## config.mk

```make
export PLATFORM = sky130hd
export DESIGN_NAME = tempo_step_sequencer_clock
export DESIGN_NICKNAME = d
export VERILOG_FILES = /design/src/hdl/tssc_pkg.sv /design/src/hdl/tssc_div.sv /design/src/hdl/tssc_dp.sv /design/src/hdl/tssc_ctrl.sv /design/src/hdl/tempo_step_sequencer_clock.sv
export SDC_FILE = /design/constraint.sdc
export NUM_CORES = 1
export LEC_CHECK = 0
export BUFFER_PORTS_ARGS = -buffer_cell sky130_fd_sc_hd__buf_2
export CAP_MARGIN = 30
export CORE_ASPECT_RATIO = 0.7
export CORE_MARGIN = 8
export CORE_UTILIZATION = 63
export DETAILED_ROUTE_END_ITERATION = 16
export PLACE_DENSITY = 0.81
export SLEW_MARGIN = 20
export SYNTH_ARGS = -nofsm -noshare
export SYNTH_HDL_FRONTEND = slang
export SYNTH_SLANG_ARGS = --single-unit
```

## constraint.sdc

```tcl
create_clock -name clk -period 4.7 [get_ports clk]
set_clock_uncertainty 0.2 [all_clocks]
set_input_delay 0 -clock clk [delete_from_list [all_inputs] [get_ports clk]]
set_output_delay 0 -clock clk [all_outputs]
set_load 0.1 [all_outputs]
```

## src/hdl/tssc_pkg.sv

```systemverilog
`timescale 1ns / 1ps
`default_nettype none

package tssc_pkg;

    // Configuration port.
    localparam int CFG_W     = 9;
    localparam int CFG_IDX_W = 2;
    localparam logic [CFG_IDX_W-1:0] CFG_TEMPO = 2'd0;
    localparam logic [CFG_IDX_W-1:0] CFG_TRACK = 2'd1;
    localparam logic [CFG_IDX_W-1:0] CFG_SPP   = 2'd2;

    localparam int TEMPO_W = 9;
    localparam logic [TEMPO_W-1:0] TEMPO_MAX   = 9'd300;
    localparam logic [TEMPO_W-1:0] TEMPO_RESET = 9'd120;
    localparam int TRACK_RAW_W = 7;
    localparam int TRACK_RESET = 16;
    localparam int SPP_W = 5;
    localparam logic [SPP_W-1:0] SPP_MAX   = 5'd16;
    localparam logic [SPP_W-1:0] SPP_RESET = 5'd4;

    // Request codes.
    localparam int REQ_W = 3;
    localparam logic [REQ_W-1:0] REQ_TICK     = 3'd0;
    localparam logic [REQ_W-1:0] REQ_FORWARD  = 3'd1;
    localparam logic [REQ_W-1:0] REQ_BACKWARD = 3'd2;
    localparam logic [REQ_W-1:0] REQ_PAUSE    = 3'd3;
    localparam logic [REQ_W-1:0] REQ_RESET    = 3'd4;
    localparam logic [REQ_W-1:0] REQ_SET_STEP = 3'd5;

    // Run modes.
    localparam int DIR_W = 2;
    localparam logic [DIR_W-1:0] DIR_PAUSED   = 2'd0;
    localparam logic [DIR_W-1:0] DIR_FORWARD  = 2'd1;
    localparam logic [DIR_W-1:0] DIR_BACKWARD = 2'd2;

    localparam int TICK_W      = 16;
    localparam int SV_W        = 6;
    localparam int OUT_STEP_W  = 6;
    localparam int OUT_PULSE_W = 6;
    localparam int ELAPSED_W   = 32;
    localparam int IN_TDATA_W  = 24;
    localparam int OUT_TDATA_W = 24;

    // Shared divider.
    localparam int DIV_DW     = 26;
    localparam int DIV_VW     = 13;
    localparam int DIV_CNT_W  = 5;
    localparam int PROD_W     = 13;
    localparam logic [DIV_DW-1:0] MINUTE_US = 26'd60000000;
    localparam logic [DIV_DW-1:0] LEN_RESET = 26'd125000;

    typedef struct packed {
        logic accept;
        logic exec;
        logic check;
        logic div_len;
        logic div_mod;
        logic div_pulse;
        logic wr_len;
        logic wr_mod;
        logic wr_pulse;
        logic out_load;
    } cmd_t;

    typedef struct packed {
        logic div_done;
        logic len_dirty;
        logic is_tick;
        logic step_due;
        logic out_free;
    } stat_t;

endpackage

`default_nettype wire

```

## src/hdl/tssc_div.sv

```systemverilog
`timescale 1ns / 1ps
`default_nettype none

module tssc_div (
    input  logic                             clk,
    input  logic                             rst_n,
    input  logic                             start,
    input  logic [tssc_pkg::DIV_DW-1:0]      dividend,
    input  logic [tssc_pkg::DIV_VW-1:0]      divisor,
    input  logic [tssc_pkg::DIV_CNT_W-1:0]   count,
    output logic [tssc_pkg::DIV_DW-1:0]      quo,
    output logic [tssc_pkg::DIV_VW-1:0]      rem,
    output logic                             done
);

    logic [tssc_pkg::DIV_DW-1:0]    quo_reg, quo_next;
    logic [tssc_pkg::DIV_VW-1:0]    rem_reg, rem_next;
    logic [tssc_pkg::DIV_VW-1:0]    dvs_reg, dvs_next;
    logic [tssc_pkg::DIV_CNT_W-1:0] cnt_reg, cnt_next;
    logic                           busy_reg, busy_next;
    logic                           done_reg, done_next;
    logic [tssc_pkg::DIV_VW:0]      trial;
    logic [tssc_pkg::DIV_VW:0]      diff;
    logic                           fits;

    always_comb
    begin
        trial     = {rem_reg, quo_reg[tssc_pkg::DIV_DW-1]};
        diff      = trial - {1'b0, dvs_reg};
        fits      = (trial >= {1'b0, dvs_reg});
        quo_next  = quo_reg;
        rem_next  = rem_reg;
        dvs_next  = dvs_reg;
        cnt_next  = cnt_reg;
        busy_next = busy_reg;
        done_next = 1'b0;
        if (start)
        begin
            quo_next  = dividend;
            rem_next  = '0;
            dvs_next  = divisor;
            cnt_next  = count;
            busy_next = 1'b1;
        end
        else if (busy_reg)
        begin
            rem_next = fits ? diff[tssc_pkg::DIV_VW-1:0] : trial[tssc_pkg::DIV_VW-1:0];
            quo_next = {quo_reg[tssc_pkg::DIV_DW-2:0], fits};
            cnt_next = cnt_reg - 1'b1;
            if (cnt_reg == tssc_pkg::DIV_CNT_W'(1))
            begin
                busy_next = 1'b0;
                done_next = 1'b1;
            end
        end
    end

    always_ff @(posedge clk or negedge rst_n)
    begin
        if (!rst_n)
        begin
            cnt_reg  <= '0;
            busy_reg <= 1'b0;
            done_reg <= 1'b0;
        end
        else
        begin
            cnt_reg  <= cnt_next;
            busy_reg <= busy_next;
            done_reg <= done_next;
        end
    end

    always_ff @(posedge clk)
    begin
        quo_reg <= quo_next;
        rem_reg <= rem_next;
        dvs_reg <= dvs_next;
    end

    assign quo  = quo_reg;
    assign rem  = rem_reg;
    assign done = done_reg;

endmodule

`default_nettype wire

```

## src/hdl/tssc_dp.sv

```systemverilog
`timescale 1ns / 1ps
`default_nettype none

module tssc_dp #(
    parameter int MAX_STEPS = 64
) (
    input  logic                                 clk,
    input  logic                                 rst_n,
    input  logic                                 cfg_we,
    input  logic [tssc_pkg::CFG_IDX_W-1:0]       cfg_index,
    input  logic [tssc_pkg::CFG_W-1:0]           cfg_wdata,
    input  logic [tssc_pkg::IN_TDATA_W-1:0]      in_data,
    input  logic [tssc_pkg::REQ_W-1:0]           in_req,
    output logic [tssc_pkg::OUT_TDATA_W-1:0]     out_data,
    output logic                                 out_valid,
    input  logic                                 out_ready,
    input  tssc_pkg::cmd_t                       cmd,
    output tssc_pkg::stat_t                      st
);

    localparam int SW = $clog2(MAX_STEPS);
    localparam int TW = $clog2(MAX_STEPS + 1);
    localparam int NW = SW + 1;
    localparam logic [8:0] MAX_V = 9'(MAX_STEPS);
    localparam logic [TW-1:0] TRACK_INIT =
        TW'((MAX_STEPS < tssc_pkg::TRACK_RESET) ? MAX_STEPS : tssc_pkg::TRACK_RESET);

    // Configuration registers.
    logic [tssc_pkg::TEMPO_W-1:0] tempo_reg, tempo_next;
    logic [TW-1:0]                track_reg, track_next;
    logic [tssc_pkg::SPP_W-1:0]   spp_reg, spp_next;
    logic [tssc_pkg::DIV_DW-1:0]  len_reg, len_next;
    logic                         dirty_reg, dirty_next;

    // Captured input word.
    logic [tssc_pkg::REQ_W-1:0]   in_req_reg;
    logic [tssc_pkg::TICK_W-1:0]  in_tick_reg;
    logic [tssc_pkg::SV_W-1:0]    in_sv_reg;
    logic                         in_clr_reg;

    // Clock state.
    logic [SW-1:0]                    step_reg, step_next;
    logic [tssc_pkg::ELAPSED_W-1:0]   elapsed_reg, elapsed_next;
    logic [tssc_pkg::ELAPSED_W-1:0]   saved_reg, saved_next;
    logic [tssc_pkg::DIR_W-1:0]       dir_reg, dir_next;
    logic                             flag_step_reg, flag_step_next;
    logic                             flag_seq_reg, flag_seq_next;
    logic                             flag_pulse_reg, flag_pulse_next;
    logic                             stepped_reg, stepped_next;
    logic [NW-1:0]                    npos_reg, npos_next;
    logic [tssc_pkg::OUT_PULSE_W-1:0] pulse_reg, pulse_next;
    logic                             out_valid_reg, out_valid_next;
    logic [tssc_pkg::OUT_TDATA_W-1:0] out_data_reg, out_data_next;

    // Combinational helpers.
    logic [tssc_pkg::TEMPO_W-1:0]     tempo_clamp;
    logic [8:0]                       track_raw;
    logic [8:0]                       track_clamp;
    logic [tssc_pkg::SPP_W-1:0]       spp_clamp;
    logic [tssc_pkg::PROD_W-1:0]      prod;
    logic [tssc_pkg::ELAPSED_W:0]     elapsed_sum;
    logic [tssc_pkg::ELAPSED_W-1:0]   elapsed_sat;
    logic [tssc_pkg::ELAPSED_W-1:0]   len_ext;
    logic                             step_due;
    logic [8:0]                       sv_ext;
    logic [8:0]                       sv_lim;
    logic [8:0]                       sv_pick;

    logic                             div_start;
    logic [tssc_pkg::DIV_DW-1:0]      div_dividend;
    logic [tssc_pkg::DIV_VW-1:0]      div_divisor;
    logic [tssc_pkg::DIV_CNT_W-1:0]   div_count;
    logic [tssc_pkg::DIV_DW-1:0]      div_quo;
    logic [tssc_pkg::DIV_VW-1:0]      div_rem;
    logic                             div_done;

    tssc_div u_div (
        .clk      (clk),
        .rst_n    (rst_n),
        .start    (div_start),
        .dividend (div_dividend),
        .divisor  (div_divisor),
        .count    (div_count),
        .quo      (div_quo),
        .rem      (div_rem),
        .done     (div_done)
    );

    always_comb
    begin
        tempo_clamp = cfg_wdata[tssc_pkg::TEMPO_W-1:0];
        if (tempo_clamp == '0)
        begin
            tempo_clamp = tssc_pkg::TEMPO_W'(1);
        end
        else if (tempo_clamp > tssc_pkg::TEMPO_MAX)
        begin
            tempo_clamp = tssc_pkg::TEMPO_MAX;
        end

        track_raw   = {2'b00, cfg_wdata[tssc_pkg::TRACK_RAW_W-1:0]};
        track_clamp = track_raw;
        if (track_raw == '0)
        begin
            track_clamp = 9'd1;
        end
        else if (track_raw > MAX_V)
        begin
            track_clamp = MAX_V;
        end

        spp_clamp = cfg_wdata[tssc_pkg::SPP_W-1:0];
        if (spp_clamp == '0)
        begin
            spp_clamp = tssc_pkg::SPP_W'(1);
        end
        else if (spp_clamp > tssc_pkg::SPP_MAX)
        begin
            spp_clamp = tssc_pkg::SPP_MAX;
        end
    end

    assign prod = tssc_pkg::PROD_W'(tempo_reg) * tssc_pkg::PROD_W'(spp_reg);

    always_comb
    begin
        div_start = cmd.div_len | cmd.div_mod | cmd.div_pulse;
        priority if (cmd.div_len)
        begin
            div_dividend = tssc_pkg::MINUTE_US;
            div_divisor  = prod[tssc_pkg::DIV_VW-1:0];
            div_count    = tssc_pkg::DIV_CNT_W'(tssc_pkg::DIV_DW);
        end
        else if (cmd.div_mod)
        begin
            div_dividend = {npos_reg, {(tssc_pkg::DIV_DW - NW){1'b0}}};
            div_divisor  = tssc_pkg::DIV_VW'(track_reg);
            div_count    = tssc_pkg::DIV_CNT_W'(NW);
        end
        else
        begin
            div_dividend = {NW'(step_reg), {(tssc_pkg::DIV_DW - NW){1'b0}}};
            div_divisor  = tssc_pkg::DIV_VW'(spp_reg);
            div_count    = tssc_pkg::DIV_CNT_W'(NW);
        end
    end

    always_comb
    begin
        elapsed_sum = {1'b0, elapsed_reg} + (tssc_pkg::ELAPSED_W + 1)'(in_tick_reg);
        elapsed_sat = elapsed_sum[tssc_pkg::ELAPSED_W] ? '1
                                                        : elapsed_sum[tssc_pkg::ELAPSED_W-1:0];
        len_ext     = tssc_pkg::ELAPSED_W'(len_reg);
        step_due    = (dir_reg != tssc_pkg::DIR_PAUSED) && (elapsed_reg >= len_ext);
        sv_ext      = 9'(in_sv_reg);
        sv_lim      = 9'(track_reg) - 9'd1;
        sv_pick     = (sv_ext > sv_lim) ? sv_lim : sv_ext;
    end

    always_comb
    begin
        tempo_next      = tempo_reg;
        track_next      = track_reg;
        spp_next        = spp_reg;
        len_next        = len_reg;
        dirty_next      = dirty_reg;
        step_next       = step_reg;
        elapsed_next    = elapsed_reg;
        saved_next      = saved_reg;
        dir_next        = dir_reg;
        flag_step_next  = flag_step_reg;
        flag_seq_next   = flag_seq_reg;
        flag_pulse_next = flag_pulse_reg;
        stepped_next    = stepped_reg;
        npos_next       = npos_reg;
        pulse_next      = pulse_reg;
        out_data_next   = out_data_reg;
        out_valid_next  = out_valid_reg & ~out_ready;

        if (cmd.div_len)
        begin
            dirty_next = 1'b0;
        end
        if (cfg_we)
        begin
            unique case (cfg_index)
                tssc_pkg::CFG_TEMPO:
                begin
                    tempo_next = tempo_clamp;
                    dirty_next = 1'b1;
                end
                tssc_pkg::CFG_TRACK:
                begin
                    track_next = track_clamp[TW-1:0];
                    dirty_next = 1'b1;
                end
                tssc_pkg::CFG_SPP:
                begin
                    spp_next   = spp_clamp;
                    dirty_next = 1'b1;
                end
                default:
                begin
                end
            endcase
        end
        if (cmd.wr_len)
        begin
            len_next = div_quo;
        end

        if (cmd.exec)
        begin
            stepped_next = 1'b0;
            unique case (in_req_reg)
                tssc_pkg::REQ_TICK:
                begin
                    elapsed_next    = elapsed_sat;
                    flag_step_next  = 1'b0;
                    flag_seq_next   = 1'b0;
                    flag_pulse_next = 1'b0;
                end
                tssc_pkg::REQ_FORWARD,
                tssc_pkg::REQ_BACKWARD:
                begin
                    if (dir_reg == tssc_pkg::DIR_PAUSED)
                    begin
                        elapsed_next = saved_reg;
                    end
                    dir_next = (in_req_reg == tssc_pkg::REQ_FORWARD) ? tssc_pkg::DIR_FORWARD
                                                                     : tssc_pkg::DIR_BACKWARD;
                end
                tssc_pkg::REQ_PAUSE:
                begin
                    saved_next = elapsed_reg;
                    dir_next   = tssc_pkg::DIR_PAUSED;
                end
                tssc_pkg::REQ_RESET:
                begin
                    step_next      = '0;
                    elapsed_next   = '0;
                    flag_step_next = 1'b1;
                    flag_seq_next  = 1'b1;
                end
                tssc_pkg::REQ_SET_STEP:
                begin
                    step_next = sv_pick[SW-1:0];
                    if (in_clr_reg)
                    begin
                        elapsed_next = '0;
                    end
                end
                default:
                begin
                end
            endcase
        end

        if (cmd.check)
        begin
            elapsed_next   = elapsed_reg - len_ext;
            flag_step_next = 1'b1;
            stepped_next   = 1'b1;
            if (dir_reg == tssc_pkg::DIR_FORWARD)
            begin
                npos_next = NW'(step_reg) + NW'(1);
            end
            else if (step_reg == '0)
            begin
                npos_next = NW'(track_reg) - NW'(1);
            end
            else
            begin
                npos_next = NW'(step_reg) - NW'(1);
            end
        end

        if (cmd.wr_mod)
        begin
            step_next = div_rem[SW-1:0];
        end

        if (cmd.wr_pulse)
        begin
            pulse_next = div_quo[tssc_pkg::OUT_PULSE_W-1:0];
            if (stepped_reg)
            begin
                flag_seq_next   = (step_reg == '0);
                flag_pulse_next = (div_rem == '0);
            end
        end

        if (cmd.out_load)
        begin
            out_valid_next = 1'b1;
            out_data_next  = tssc_pkg::OUT_TDATA_W'({dir_reg, flag_pulse_reg, flag_seq_reg,
                                                     flag_step_reg, pulse_reg,
                                                     tssc_pkg::OUT_STEP_W'(step_reg)});
        end
    end

    always_ff @(posedge clk or negedge rst_n)
    begin
        if (!rst_n)
        begin
            tempo_reg      <= tssc_pkg::TEMPO_RESET;
            track_reg      <= TRACK_INIT;
            spp_reg        <= tssc_pkg::SPP_RESET;
            len_reg        <= tssc_pkg::LEN_RESET;
            dirty_reg      <= 1'b0;
            step_reg       <= '0;
            elapsed_reg    <= '0;
            saved_reg      <= '0;
            dir_reg        <= tssc_pkg::DIR_PAUSED;
            flag_step_reg  <= 1'b0;
            flag_seq_reg   <= 1'b0;
            flag_pulse_reg <= 1'b0;
            stepped_reg    <= 1'b0;
            out_valid_reg  <= 1'b0;
        end
        else
        begin
            tempo_reg      <= tempo_next;
            track_reg      <= track_next;
            spp_reg        <= spp_next;
            len_reg        <= len_next;
            dirty_reg      <= dirty_next;
            step_reg       <= step_next;
            elapsed_reg    <= elapsed_next;
            saved_reg      <= saved_next;
            dir_reg        <= dir_next;
            flag_step_reg  <= flag_step_next;
            flag_seq_reg   <= flag_seq_next;
            flag_pulse_reg <= flag_pulse_next;
            stepped_reg    <= stepped_next;
            out_valid_reg  <= out_valid_next;
        end
    end

    always_ff @(posedge clk)
    begin
        if (cmd.accept)
        begin
            in_req_reg  <= in_req;
            in_tick_reg <= in_data[15:0];
            in_sv_reg   <= in_data[21:16];
            in_clr_reg  <= in_data[22];
        end
        npos_reg     <= npos_next;
        pulse_reg    <= pulse_next;
        out_data_reg <= out_data_next;
    end

    assign out_data    = out_data_reg;
    assign out_valid   = out_valid_reg;
    assign st.div_done  = div_done;
    assign st.len_dirty = dirty_reg;
    assign st.is_tick   = (in_req_reg == tssc_pkg::REQ_TICK);
    assign st.step_due  = step_due;
    assign st.out_free  = ~out_valid_reg | out_ready;

    a_pos_in_track: assert property (@(posedge clk) disable iff (!rst_n)
        cmd.wr_mod |=> (TW'(step_reg) < track_reg))
        else $error("step position left the track after wrap");

    a_load_free: assert property (@(posedge clk) disable iff (!rst_n)
        cmd.out_load |-> (!out_valid_reg || out_ready))
        else $error("output register overwritten while a word was pending");

endmodule

`default_nettype wire

```

## src/hdl/tssc_ctrl.sv

```systemverilog
`timescale 1ns / 1ps
`default_nettype none

module tssc_ctrl (
    input  logic            clk,
    input  logic            rst_n,
    input  logic            in_valid,
    output logic            in_ready,
    input  tssc_pkg::stat_t st,
    output tssc_pkg::cmd_t  cmd
);

    typedef enum logic [8:0] {
        ST_IDLE       = 9'b000000001,
        ST_LEN_WAIT   = 9'b000000010,
        ST_EXEC       = 9'b000000100,
        ST_ADV        = 9'b000001000,
        ST_MOD_GO     = 9'b000010000,
        ST_MOD_WAIT   = 9'b000100000,
        ST_PULSE_GO   = 9'b001000000,
        ST_PULSE_WAIT = 9'b010000000,
        ST_DONE       = 9'b100000000
    } state_t;

    state_t state_reg, state_next;

    always_comb
    begin
        state_next = state_reg;
        cmd        = '0;
        in_ready   = 1'b0;
        unique case (state_reg)
            ST_IDLE:
            begin
                if (st.len_dirty)
                begin
                    cmd.div_len = 1'b1;
                    state_next  = ST_LEN_WAIT;
                end
                else
                begin
                    in_ready = 1'b1;
                    if (in_valid)
                    begin
                        cmd.accept = 1'b1;
                        state_next = ST_EXEC;
                    end
                end
            end
            ST_LEN_WAIT:
            begin
                if (st.div_done)
                begin
                    cmd.wr_len = 1'b1;
                    state_next = ST_IDLE;
                end
            end
            ST_EXEC:
            begin
                cmd.exec   = 1'b1;
                state_next = st.is_tick ? ST_ADV : ST_PULSE_GO;
            end
            ST_ADV:
            begin
                if (st.step_due)
                begin
                    cmd.check  = 1'b1;
                    state_next = ST_MOD_GO;
                end
                else
                begin
                    state_next = ST_PULSE_GO;
                end
            end
            ST_MOD_GO:
            begin
                cmd.div_mod = 1'b1;
                state_next  = ST_MOD_WAIT;
            end
            ST_MOD_WAIT:
            begin
                if (st.div_done)
                begin
                    cmd.wr_mod = 1'b1;
                    state_next = ST_PULSE_GO;
                end
            end
            ST_PULSE_GO:
            begin
                cmd.div_pulse = 1'b1;
                state_next    = ST_PULSE_WAIT;
            end
            ST_PULSE_WAIT:
            begin
                if (st.div_done)
                begin
                    cmd.wr_pulse = 1'b1;
                    state_next   = ST_DONE;
                end
            end
            ST_DONE:
            begin
                if (st.out_free)
                begin
                    cmd.out_load = 1'b1;
                    state_next   = ST_IDLE;
                end
            end
            default:
            begin
                state_next = ST_IDLE;
            end
        endcase
    end

    always_ff @(posedge clk or negedge rst_n)
    begin
        if (!rst_n)
        begin
            state_reg <= ST_IDLE;
        end
        else
        begin
            state_reg <= state_next;
        end
    end

    a_accept_exec: assert property (@(posedge clk) disable iff (!rst_n)
        (in_valid && in_ready) |=> (state_reg == ST_EXEC))
        else $error("accepted word did not enter execution");

    a_done_waiting: assert property (@(posedge clk) disable iff (!rst_n)
        st.div_done |-> (state_reg == ST_LEN_WAIT || state_reg == ST_MOD_WAIT ||
                         state_reg == ST_PULSE_WAIT))
        else $error("divider finished while no state was waiting for it");

endmodule

`default_nettype wire

```

## src/hdl/tempo_step_sequencer_clock.sv

```systemverilog
`timescale 1ns / 1ps
`default_nettype none

// Step clock for a looping music sequencer. Each input word is a request (tick, forward,
// backward, pause, reset or set step) and produces exactly one output word with the step
// position, the pulse index and the step, sequence-start and pulse flags. The shared
// one-bit-per-cycle divider finds the pulse index and, after a step, the track wrap.
// After a write to the tempo, track-length or steps-per-pulse register, the next word
// waits while the same divider recomputes the step length. The next word is taken while an
// output word is still waiting to be read.
module tempo_step_sequencer_clock #(
    parameter int MAX_STEPS = 64
) (
    input  logic                                 clk,
    input  logic                                 rst_n,
    input  logic                                 cfg_we,
    input  logic [tssc_pkg::CFG_IDX_W-1:0]       cfg_index,
    input  logic [tssc_pkg::CFG_W-1:0]           cfg_wdata,
    input  logic                                 s_axis_tvalid,
    output logic                                 s_axis_tready,
    // tick_us, step_value, clear_time
    input  logic [tssc_pkg::IN_TDATA_W-1:0]      s_axis_tdata,
    // req_type
    input  logic [tssc_pkg::REQ_W-1:0]           s_axis_tuser,
    output logic                                 m_axis_tvalid,
    input  logic                                 m_axis_tready,
    // step_now, pulse_now, step_moved, sequence_start, pulse_hit, run_mode
    output logic [tssc_pkg::OUT_TDATA_W-1:0]     m_axis_tdata
);

    tssc_pkg::cmd_t  cmd;
    tssc_pkg::stat_t st;

    tssc_ctrl u_ctrl (
        .clk      (clk),
        .rst_n    (rst_n),
        .in_valid (s_axis_tvalid),
        .in_ready (s_axis_tready),
        .st       (st),
        .cmd      (cmd)
    );

    tssc_dp #(
        .MAX_STEPS (MAX_STEPS)
    ) u_dp (
        .clk       (clk),
        .rst_n     (rst_n),
        .cfg_we    (cfg_we),
        .cfg_index (cfg_index),
        .cfg_wdata (cfg_wdata),
        .in_data   (s_axis_tdata),
        .in_req    (s_axis_tuser),
        .out_data  (m_axis_tdata),
        .out_valid (m_axis_tvalid),
        .out_ready (m_axis_tready),
        .cmd       (cmd),
        .st        (st)
    );

endmodule

`default_nettype wire

```

==> impl_metrics.yaml, run 1 <==
floorplanning:
  die_w_um: 205
  boundaryPins: 69
  die_y_um: 149
  die-area_um2: 30500
  start_util: 0.641
  core_um2: 24700
  core.rowCount: 48
pwr:
  power.net_switching_mw: 1.29
  p_leak_nw: 8.03
  swShare: 0.249
  p_int_mw: 3.91
  pwr-share-comb: 0.115
  powerDensity_nw_per_um2: 286
  vdd_ir_drop_max_mv: 0.333
  power_frac_clock: 0.435
  seqPwrFrac: 0.450
global_routing:
  grt_max_degree: 76
  grt_pass1_vias: 12900
  track_usage: 0.275
  antenna_found_initial: 0
  grt_pass1_wl_mm: 68.1
  grt.overflow.total: 0
synthesis:
  synthCells: 1603
  synth_mux_area_frac: 0.0630
  async_flop_share: 0.566
  synth_simple_gate_area_frac: 0.146
  ys.flop_type: "dfrtp_1"
  synth_top_area_cell: "dfrtp_1"
  ys_seq_area_frac: 0.421
  yosys_warnings: 0
  synth_area_leaders: "dfrtp_1, edfxtp_1, ha_1"
  synth_compound_area_frac: 0.178
  syn_avg_cell_area_um2: 9.87
  synth_cell_types: 93
  synth_adder_area_share: 0.0987
  synth-xor-area-share: 0.0415
  netlist_area_um2: 15800
  synth_edf_count: 95
  synth-seq-cells: 249
  synth_top_family_by_area: "compound AO/OA/AOI/OAI gates"
  synth_top_area_frac: 0.201
critical_path:
  r2r-start: "u_dp.spp_reg[2]"
  worstPathArrival_ns: 4.48
  slowest_stage: "dfstp_2"
  max_stage_delay_ns: 0.64
  worstPathCellList: "nand2_1 > fa_1 > fa_1 > fa_1 > inv_1 > ha_1 > a21o_1 > a21o_1 > a21o_1 > a21oi_1 > o21a_1 > o21ai_0 > xnor2_1 > nor2_1"
  r2r_cells: 14
  startpoint_type: "flop"
  r2r_end: "u_dp.u_div.dvs_reg[12]"
  critPathKind: "flop to flop"
  worst_setup_path_end_kind: "flop"
  critical_path.max_fanout: 11
  worstPathRequired_ns: 4.82
  reg2reg_slack_ns: 0.35
sta:
  finalMaxSlewViolations: 0
  relSlewSlack: 0.406
  worst_slew_pin_slew_ns: 0.890
  fmax_ghz: 0.230
  tns_ns: 0
  period_needed_ns: 4.35
  rsz0062_at_grt: "false"
  hold_ws_ns: 0.0429
  hold_viol: 0
  finalSetupViolations: 0
  period_share: 0.926
clock_tree:
  cts.htree.levels: 1
  cts_buffer_depth: 3
  root_buffer: "clkbuf_16"
  clkSinkCount: 249
  cts_resized: 0
  cts-hold-fix-buffers: 82
  clk_latency_ns: 0.57
  numCtsBuffers: 26
  postCtsSetupRepairBufs: 0
  cts_tree: "built"
  clk_pin_slew_ns: 0.06
hold_path:
  min_to: "u_ctrl.state_reg[2]"
  hp-class: "input port to flop"
  whs_path_depth: 3
  min_from: "s_axis_tvalid"
drt:
  via_per_inst: 6.39
  wl_per_cell_um: 20.3
  vias: 13200
  initialDrtViolationCount: 1373
  drc: 0
  drtAntennaViolNets: 0
  drt_first_pass_iters: 8
  wl_mm: 42.0
layout:
  multi_input_area_um2: 8390
  post-route-util: 0.738
  nFillCells: 1692
  finalNetCount: 1880
  area_growth_pct: 15.1
  drive_gt1_frac: 0.141
  diodes: 0
  register_area_um2: 6660
job:
  drv_cap: 0
place:
  place_hpwl_mm: 29.1
  globalplace.congestion: 0.961
  portBuffers: 60
status:
  status: "finished, final reports clean"
## per-layer routing
| layer | vias to the layer above | share of wire | global-route usage | wire [µm] |
|---|---|---|---|---|
| met1 | 6418 | 0.44 | 0.409 | 18600 |
| li1 | 6044 | - | - | - |
| met3 | 80 | 0.11 | 0.0637 | 4510 |
| met4 | 0 | 0.017 | 0.0620 | 730 |
| met2 | 683 | 0.43 | 0.402 | 18200 |
| met5 | - | 0 | 0 | 0 |
## logic make-up after synthesis
kind of cell	count (synthesis)
simple gates	458
compound gates	426
flops	249
buf+inv	192
fa+ha+maj	111
mux	91
xor+xnor	75
other cells	1
## Yosys cell counts, types with 30 or more instances
cell,count
edfxtp_1,95
ha_1,88
a21oi_1,113
inv_1,107
nor2_1,75
clkbuf_1,50
nand2_1,158
dfrtp_1,127
xnor2_1,45
xor2_1,30
o21ai_0,97
and2_1,41
mux2_2,61
## cell usage in the layout (no fill, tap or decap), types with 11 or more instances in the layout
master / instances
nand2_1: 158
dfrtp_1: 127
a21oi_1: 113
inv_1: 107
o21ai_0: 97
edfxtp_1: 95
ha_1: 88
dlygate4sd3_1: 81
nor2_1: 73
mux2_2: 61
buf_2: 59
xnor2_1: 45
and2_1: 41
xor2_1: 30
nor3_1: 29
and3_1: 28
mux2i_1: 28
clkbuf_16: 27
buf_4: 26
a21o_1: 24
o21a_1: 24
nand3_1: 24
fa_1: 23
nand2b_1: 20
a211oi_1: 20
nand4_1: 16
o31ai_1: 15
dfstp_2: 14
dfxtp_1: 13
or3_1: 11
## worst max path at each step
stage | startpoint | end | slack (ns) | cells after the start
6_report | u_dp.spp_reg[2] | u_dp.u_div.dvs_reg[12] | 0.35 | 14
3_5_place_dp | u_dp.spp_reg[2] | u_dp.u_div.dvs_reg[12] | 0.35 | 14
2_1_floorplan | u_dp.spp_reg[2] | u_dp.u_div.dvs_reg[12] | 0.38 | 15
4_1_cts | u_dp.spp_reg[2] | u_dp.u_div.dvs_reg[12] | 0.35 | 14
5_1_grt | u_dp.spp_reg[4] | u_dp.u_div.dvs_reg[12] | 0.15 | 14
3_3_place_gp | u_dp.spp_reg[2] | u_dp.u_div.dvs_reg[12] | 0.38 | 14
## through the flow
| stage | std cells | power [mW] | worst slack, ns | instance area, µm² |
|---|---|---|---|---|
| 4_1_cts | 2070 | 5.22 | 0.352 | 18200 |
| 6_report | 2071 | 5.20 | 0.348 | 18200 |
| 2_1_floorplan | 1609 | 2.76 | 0.382 | 15900 |
| 5_1_grt | 2071 | 5.39 | 0.153 | 18200 |
| 3_5_place_dp | 1940 | 2.90 | 0.355 | 16400 |
| 3_3_place_gp | 1936 | 2.88 | 0.377 | 16400 |
## area by class of cell
type | instances | share of cell area
clock buffer | 36 | 0.0417
clock inverter | 12 | 0.0100
tap | 325 | 0.0223
timing repair buffer | 173 | 0.0779
inverter | 108 | 0.0223
sequential | 249 | 0.365
multi-input combinational | 1168 | 0.460
## power groups by stage
stage / registers, mW / logic (mW) / clock network [mW]
2_1_floorplan: 2.35 / 0.417 / 0
3_3_place_gp: 2.38 / 0.498 / 0
3_5_place_dp: 2.38 / 0.522 / 0
4_1_cts: 2.34 / 0.589 / 2.29
5_1_grt: 2.35 / 0.673 / 2.37
6_report: 2.34 / 0.596 / 2.26
## worst max-delay path, delay by kind of cell, from the launching register on
family | cells | cell delay [ns]
adder cells (fa/ha/maj) | 4 | 1.86
AO/OA/AOI/OAI | 6 | 1.07
flip-flops | 1 | 0.64
AND/OR/NAND/NOR | 2 | 0.15
XOR/XNOR | 1 | 0.15
buffers and inverters | 1 | 0.05
Power figures use the tool's default switching activity.
==> run 2: changes to the inputs <==
--- a/config.mk
+++ b/config.mk
@@ -9,9 +9,9 @@
 export CAP_MARGIN = 30
 export CORE_ASPECT_RATIO = 0.7
 export CORE_MARGIN = 8
-export CORE_UTILIZATION = 63
+export CORE_UTILIZATION = 30
 export DETAILED_ROUTE_END_ITERATION = 16
-export PLACE_DENSITY = 0.81
+export PLACE_DENSITY = 0.56
 export SLEW_MARGIN = 20
 export SYNTH_ARGS = -nofsm -noshare
 export SYNTH_HDL_FRONTEND = slang
==> impl_metrics.yaml, run 2 (synthesis gave the netlist of run 1 again) <==
sta:
  worst_slew_pin_slew_ns: 0.976
  fmax_ghz: 0.228
  relSlewSlack: 0.349
  tns_ns: 0
  hold_viol: 0
  finalSetupViolations: 0
  period_share: 0.934
  rsz0062_at_grt: "false"
  finalMaxSlewViolations: 0
  period_needed_ns: 4.39
  setup_slack_ns: 0.309
layout:
  final_area_um2: 18700
  finalNetCount: 1882
  area_growth_pct: 17.9
  final_common_cell: "nand2_1"
  mostFrequentLayoutCells: "nand2_1, dfrtp_1, a21oi_1"
  drive_gt1_frac: 0.143
clock_tree:
  clk_pin_slew_ns: 0.06
  cts_buffer_depth: 3
  cts_resized: 0
  cts.htree.levels: 1
  clk_latency_ns: 0.57
  numCtsBuffers: 29
  clkSinkCount: 249
  postCtsSetupRepairBufs: 0
  root_buffer: "clkbuf_16"
  cts_tree: "built"
  cts-hold-fix-buffers: 84
drt:
  initialDrtViolationCount: 963
  drtAntennaViolNets: 0
  via_per_inst: 5.17
  vias: 12600
  drc: 0
  drt_first_pass_iters: 6
  wl_per_cell_um: 18.2
  wl_mm: 44.3
critical_path:
  worstPathRequired_ns: 4.80
  critical_path.max_fanout: 11
  r2r-start: "u_dp.spp_reg[4]"
  slowest_stage: "dfrtp_1"
  critPathKind: "flop to flop"
  worstPathArrival_ns: 4.49
  worstPathCellList: "nand2_1 > fa_1 > fa_1 > fa_1 > inv_1 > ha_1 > a21o_1 > a21o_1 > a21o_1 > a21oi_1 > o21a_1 > o21ai_0 > xnor2_1 > nor2_1"
  r2r_cells: 14
  max_stage_delay_ns: 0.54
  worst_setup_path_end_kind: "flop"
  crit_start: "u_dp.spp_reg[4]"
  startpoint_type: "flop"
place:
  place_hpwl_mm: 32.1
  place_area_um2: 16900
  portBuffers: 60
  globalplace.congestion: 0.875
  dpl_worst_slack_ns: 0.332
pwr:
  p_leak_nw: 8.01
  p_total_mw: 5.19
  powerDensity_nw_per_um2: 278
  vdd_ir_drop_max_mv: 0.265
job:
  drv_cap: 0
hold_path:
  hp-class: "input port to flop"
  min_from: "s_axis_tvalid"
  whs_path_depth: 3
floorplanning:
  die_w_um: 291
  core_um2: 52200
  core.rowCount: 70
  start_util: 0.303
  die-area_um2: 60500
  boundaryPins: 69
  die_y_um: 208
global_routing:
  grt_pass1_vias: 12100
  grt.overflow.total: 0
  antenna_found_initial: 2
  grt_pass1_wl_mm: 69.8
  grt_max_degree: 76
  track_usage: 0.141
status:
  status: "finished, final reports clean"
==> run 2: worst paths after layout <==
| path | end | slack [ns] |
|---|---|---|
| max in group asynchronous | u_dp.elapsed_reg[1] | 3.09 |
| setup / recovery | u_dp.u_div.dvs_reg[12] | 0.31 |
| setup reg to reg | u_dp.u_div.dvs_reg[12] | 0.31 |
| hold reg to reg | u_dp.out_data[6] | 0.22 |
| hold / removal | u_ctrl.state_reg[2] | 0.07 |
| min in group asynchronous | u_dp.u_div.busy_reg | 0.24 |
==> run 2: metal layers <==
| metal | wire length (µm) | vias to the layer above | GRT usage |
|---|---|---|---|
| li1 | - | 6042 | - |
| met1 | 23200 | 6128 | 0.225 |
| met2 | 17300 | 372 | 0.193 |
| met3 | 2900 | 61 | 0.0239 |
| met4 | 905 | 0 | 0.0309 |
| met5 | 0 | - | 0 |
==> run 2: area by class of cell <==
cell class / instances / area (µm²)
Clock inverter: 16 / 158
Multi-Input combinational cell: 1168 / 8390
Tap cell: 684 / 856
Sequential cell: 249 / 6660
Clock buffer: 38 / 790
Inverter: 108 / 405
Fill cell: 5272 / 33500
Timing Repair Buffer: 172 / 1400
Antenna cell: 1 / 2.50
==> run 2: power by group <==
part	switching (mW)	internal, mW
logic	0.317	0.270
clock network	0.961	1.30
registers	0.0600	2.28
==> run 2: critical path: cells and delay by family (launching register included) <==
kind                     cells  cell delay (ns)
AO/OA/AOI/OAI                6             1.09
XOR/XNOR                     1             0.14
adder cells (fa/ha/maj)      4             1.93
buffers and inverters        1             0.04
flip-flops                   1             0.54
AND/OR/NAND/NOR              2             0.18
==> run 2: metrics by stage <==
stage | cells | hold slack, ns | util
finish | 2436 | 0.0749 | 0.357
global route | 2436 | 0.0847 | 0.357
CTS | 2435 | 0.0631 | 0.357
detailed placement | 2297 | -0.0365 | 0.323
global placement | 2294 | -0.0570 | 0.322
floorplan | 1609 | -0.496 | -
==> run 3: changes to the inputs <==
--- a/config.mk
+++ b/config.mk
@@ -5,6 +5,7 @@
 export SDC_FILE = /design/constraint.sdc
 export NUM_CORES = 1
 export LEC_CHECK = 0
+export ABC_AREA = 1
 export BUFFER_PORTS_ARGS = -buffer_cell sky130_fd_sc_hd__buf_2
 export CAP_MARGIN = 30
 export CORE_ASPECT_RATIO = 0.7
==> impl_metrics.yaml, run 3 <==
synthesis:
  synth_cell_types: 61
  synth_top_area_cell: "dfrtp_1"
  synth_top_area_frac: 0.190
  async_flop_share: 0.566
  synth.most_common_cell: "nand2_1"
  ys_seq_area_frac: 0.397
  synth_edf_count: 95
  synthCells: 2185
  ys.flop_type: "dfrtp_1"
  syn_avg_cell_area_um2: 7.67
  synth_area_leaders: "dfrtp_1, edfxtp_1, nand2_1"
  yosys_warnings: 0
  synth_common_cells: "nand2_1, inv_1, nor2_1"
  netlist_area_um2: 16800
  synth-seq-cells: 249
layout:
  final_area_um2: 19700
  nFillCells: 5743
  area_growth_pct: 17.8
  mostFrequentLayoutCells: "nand2_1, inv_1, nor2_1"
  register_area_um2: 6660
  final_common_cell: "nand2_1"
  drive_gt1_frac: 0.0882
  finalNetCount: 2487
  final_cells: 3097
  diodes: 0
  multi_input_area_um2: 8490
job:
  drv_cap: 0
global_routing:
  grt_pass1_vias: 14000
  track_usage: 0.157
  grt_max_degree: 58
  grt.overflow.total: 0
  antenna_found_initial: 1
  grt_pass1_wl_mm: 80.3
pwr:
  powerDensity_nw_per_um2: 359
  p_leak_nw: 9.88
  vdd_ir_drop_max_mv: 0.310
  p_total_mw: 7.08
critical_path:
  worstPathArrival_ns: 4.44
  crit_family: "adder cells"
  r2r-start: "u_dp.spp_reg[2]"
  critical_path.max_fanout: 10
  max_stage_delay_ns: 0.65
  worst_setup_path_end_kind: "flop"
  worstPathRequired_ns: 4.82
  r2r_end: "u_dp.u_div.dvs_reg[12]"
  crit_start: "u_dp.spp_reg[2]"
  reg2reg_slack_ns: 0.37
  slowest_stage: "dfstp_2"
  r2r_cells: 18
  startpoint_type: "flop"
  worstPathCellList: "nand2_1 > inv_1 > fa_1 > fa_1 > inv_1 > fa_1 > inv_1 > ha_1 > a21oi_1 > o21ai_0 > a21oi_1 > nor2_1 > o21ai_0 > nand2_1 > nand3_1 > nand2_1 > nor2_1 > nor2_1"
  cp_num_buf_inv: 3
  critical_path.endpoint: "u_dp.u_div.dvs_reg[12]"
  critPathKind: "flop to flop"
  cp_num_cells: 18
sta:
  fmax_ghz: 0.231
  period_share: 0.921
  tns_ns: 0
  finalSetupViolations: 0
  rsz0062_at_grt: "false"
  relSlewSlack: 0.507
  hold_viol: 0
  period_needed_ns: 4.33
  worst_slew_pin_slew_ns: 0.737
  finalMaxSlewViolations: 0
clock_tree:
  clk_pin_slew_ns: 0.07
  clk_latency_ns: 0.58
  root_buffer: "clkbuf_16"
  cts_tree: "built"
  cts_buffer_depth: 3
  cts_resized: 0
  postCtsSetupRepairBufs: 0
  numCtsBuffers: 30
  clkSinkCount: 249
  cts.htree.levels: 1
drt:
  initialDrtViolationCount: 1542
  via_per_inst: 4.85
  drc: 0
  wl_mm: 51.5
  vias: 15000
  wl_met1_mm: 26.9
  drtAntennaViolNets: 0
  wl_per_cell_um: 16.6
  wl_met2_mm: 19.3
  top_layer: "met4"
  drt_first_pass_iters: 8
  dr_wl_met3_mm: 4.58
floorplanning:
  core_um2: 55200
  boundaryPins: 69
  die-area_um2: 63800
  core.rowCount: 72
  die_y_um: 214
  die_w_um: 299
  start_util: 0.304
place:
  portBuffers: 60
  place_hpwl_mm: 40.2
  dp_cells: 2951
  globalplace.congestion: 0.913
  place_area_um2: 17800
status:
  status: "finished, final reports clean"
hold_path:
  hp-class: "input port to flop"
-- run 3: changes by cell type in the layout (fill, tap and decap cells not counted), moves of 20 or more --
cell	before	now
nor2_1	73	162
nand2_1	158	588
inv_1	107	341
and3_1	28	2
mux2_2	61	7
o21ai_0	97	142
o21a_1	24	4
mux2i_1	28	0
xnor2_1	45	25
nand2b_1	20	0
nand3_1	24	138
and2_1	41	2
-- run 3: where the power goes --
part           total (mW)  switching, mW  internal [mW]  leakage [nW]
clock                2.35          0.976           1.37         0.488
sequential           2.80          0.221           2.58          2.84
combinational        1.93           1.20          0.732          6.55
-- run 3: final cells by class --
cell class              instances  share of cell area
flip-flops and latches        249               0.337
well taps                     740              0.0469
clock buffers                  41              0.0449
multi-input cells            1533               0.430
inverters                     354              0.0674
clock inverters                15             0.00577
repair buffers                165              0.0676
-- run 3: how the worst min path moves through the flow --
stage                  startpoint                   to  slack [ns]  cells past startpoint
finish              s_axis_tvalid  u_ctrl.state_reg[2]        0.09                      4
global route        s_axis_tvalid  u_ctrl.state_reg[2]        0.12                      4
CTS                  cfg_wdata[4]      u_dp.spp_reg[4]        0.04                      4
detailed placement          rst_n       u_dp.out_valid       -0.36                      1
global placement            rst_n       u_dp.out_valid       -0.36                      1
floorplan                   rst_n  u_ctrl.state_reg[1]       -0.50                      0
-- run 3: worst reg2reg max path, cell delays in order, from the launching register on --
cell and delay [ns]:
dfstp_2 0.65, nand2_1 0.08, inv_1 0.07, fa_1 0.43, fa_1 0.54, inv_1 0.05
fa_1 0.52, inv_1 0.04, ha_1 0.35, a21oi_1 0.21, o21ai_0 0.09, a21oi_1 0.22
nor2_1 0.07, o21ai_0 0.16, nand2_1 0.11, nand3_1 0.08, nand2_1 0.06, nor2_1 0.08
nor2_1 0.05
-- run 3: cells by family after synthesis --
kind of cell	share of synthesized area
and+or+nand+nor	0.252
buffers and inverters	0.0980
AOI/OAI and AO/OA	0.124
DFF	0.397
adders and majority gates	0.0932
xor gates and xnor gates	0.0303
muxes	0.00470
other	0.000224
-- run 3: layer usage --
metal	global-route usage	vias to the layer above
li1	-	7383
met1	0.250	7117
met2	0.207	476
met3	0.0414	57
met4	0.0280	0
met5	0	-
-- run 3: what timing repair did --
action,CTS,global route
setup endpoints to repair,0,0
hold buffers,88,0
hold endpoints to repair,209,0
-- run 3: metrics by stage --
stage / setup slack (ns) / utilization / hold slack [ns]
after floorplan: 0.516 / - / -0.496
after global placement: 0.321 / 0.323 / -0.355
after detailed placement: 0.404 / 0.323 / -0.356
after CTS: 0.374 / 0.357 / 0.0412
after global routing: 0.0242 / 0.357 / 0.116
final: 0.373 / 0.357 / 0.0890
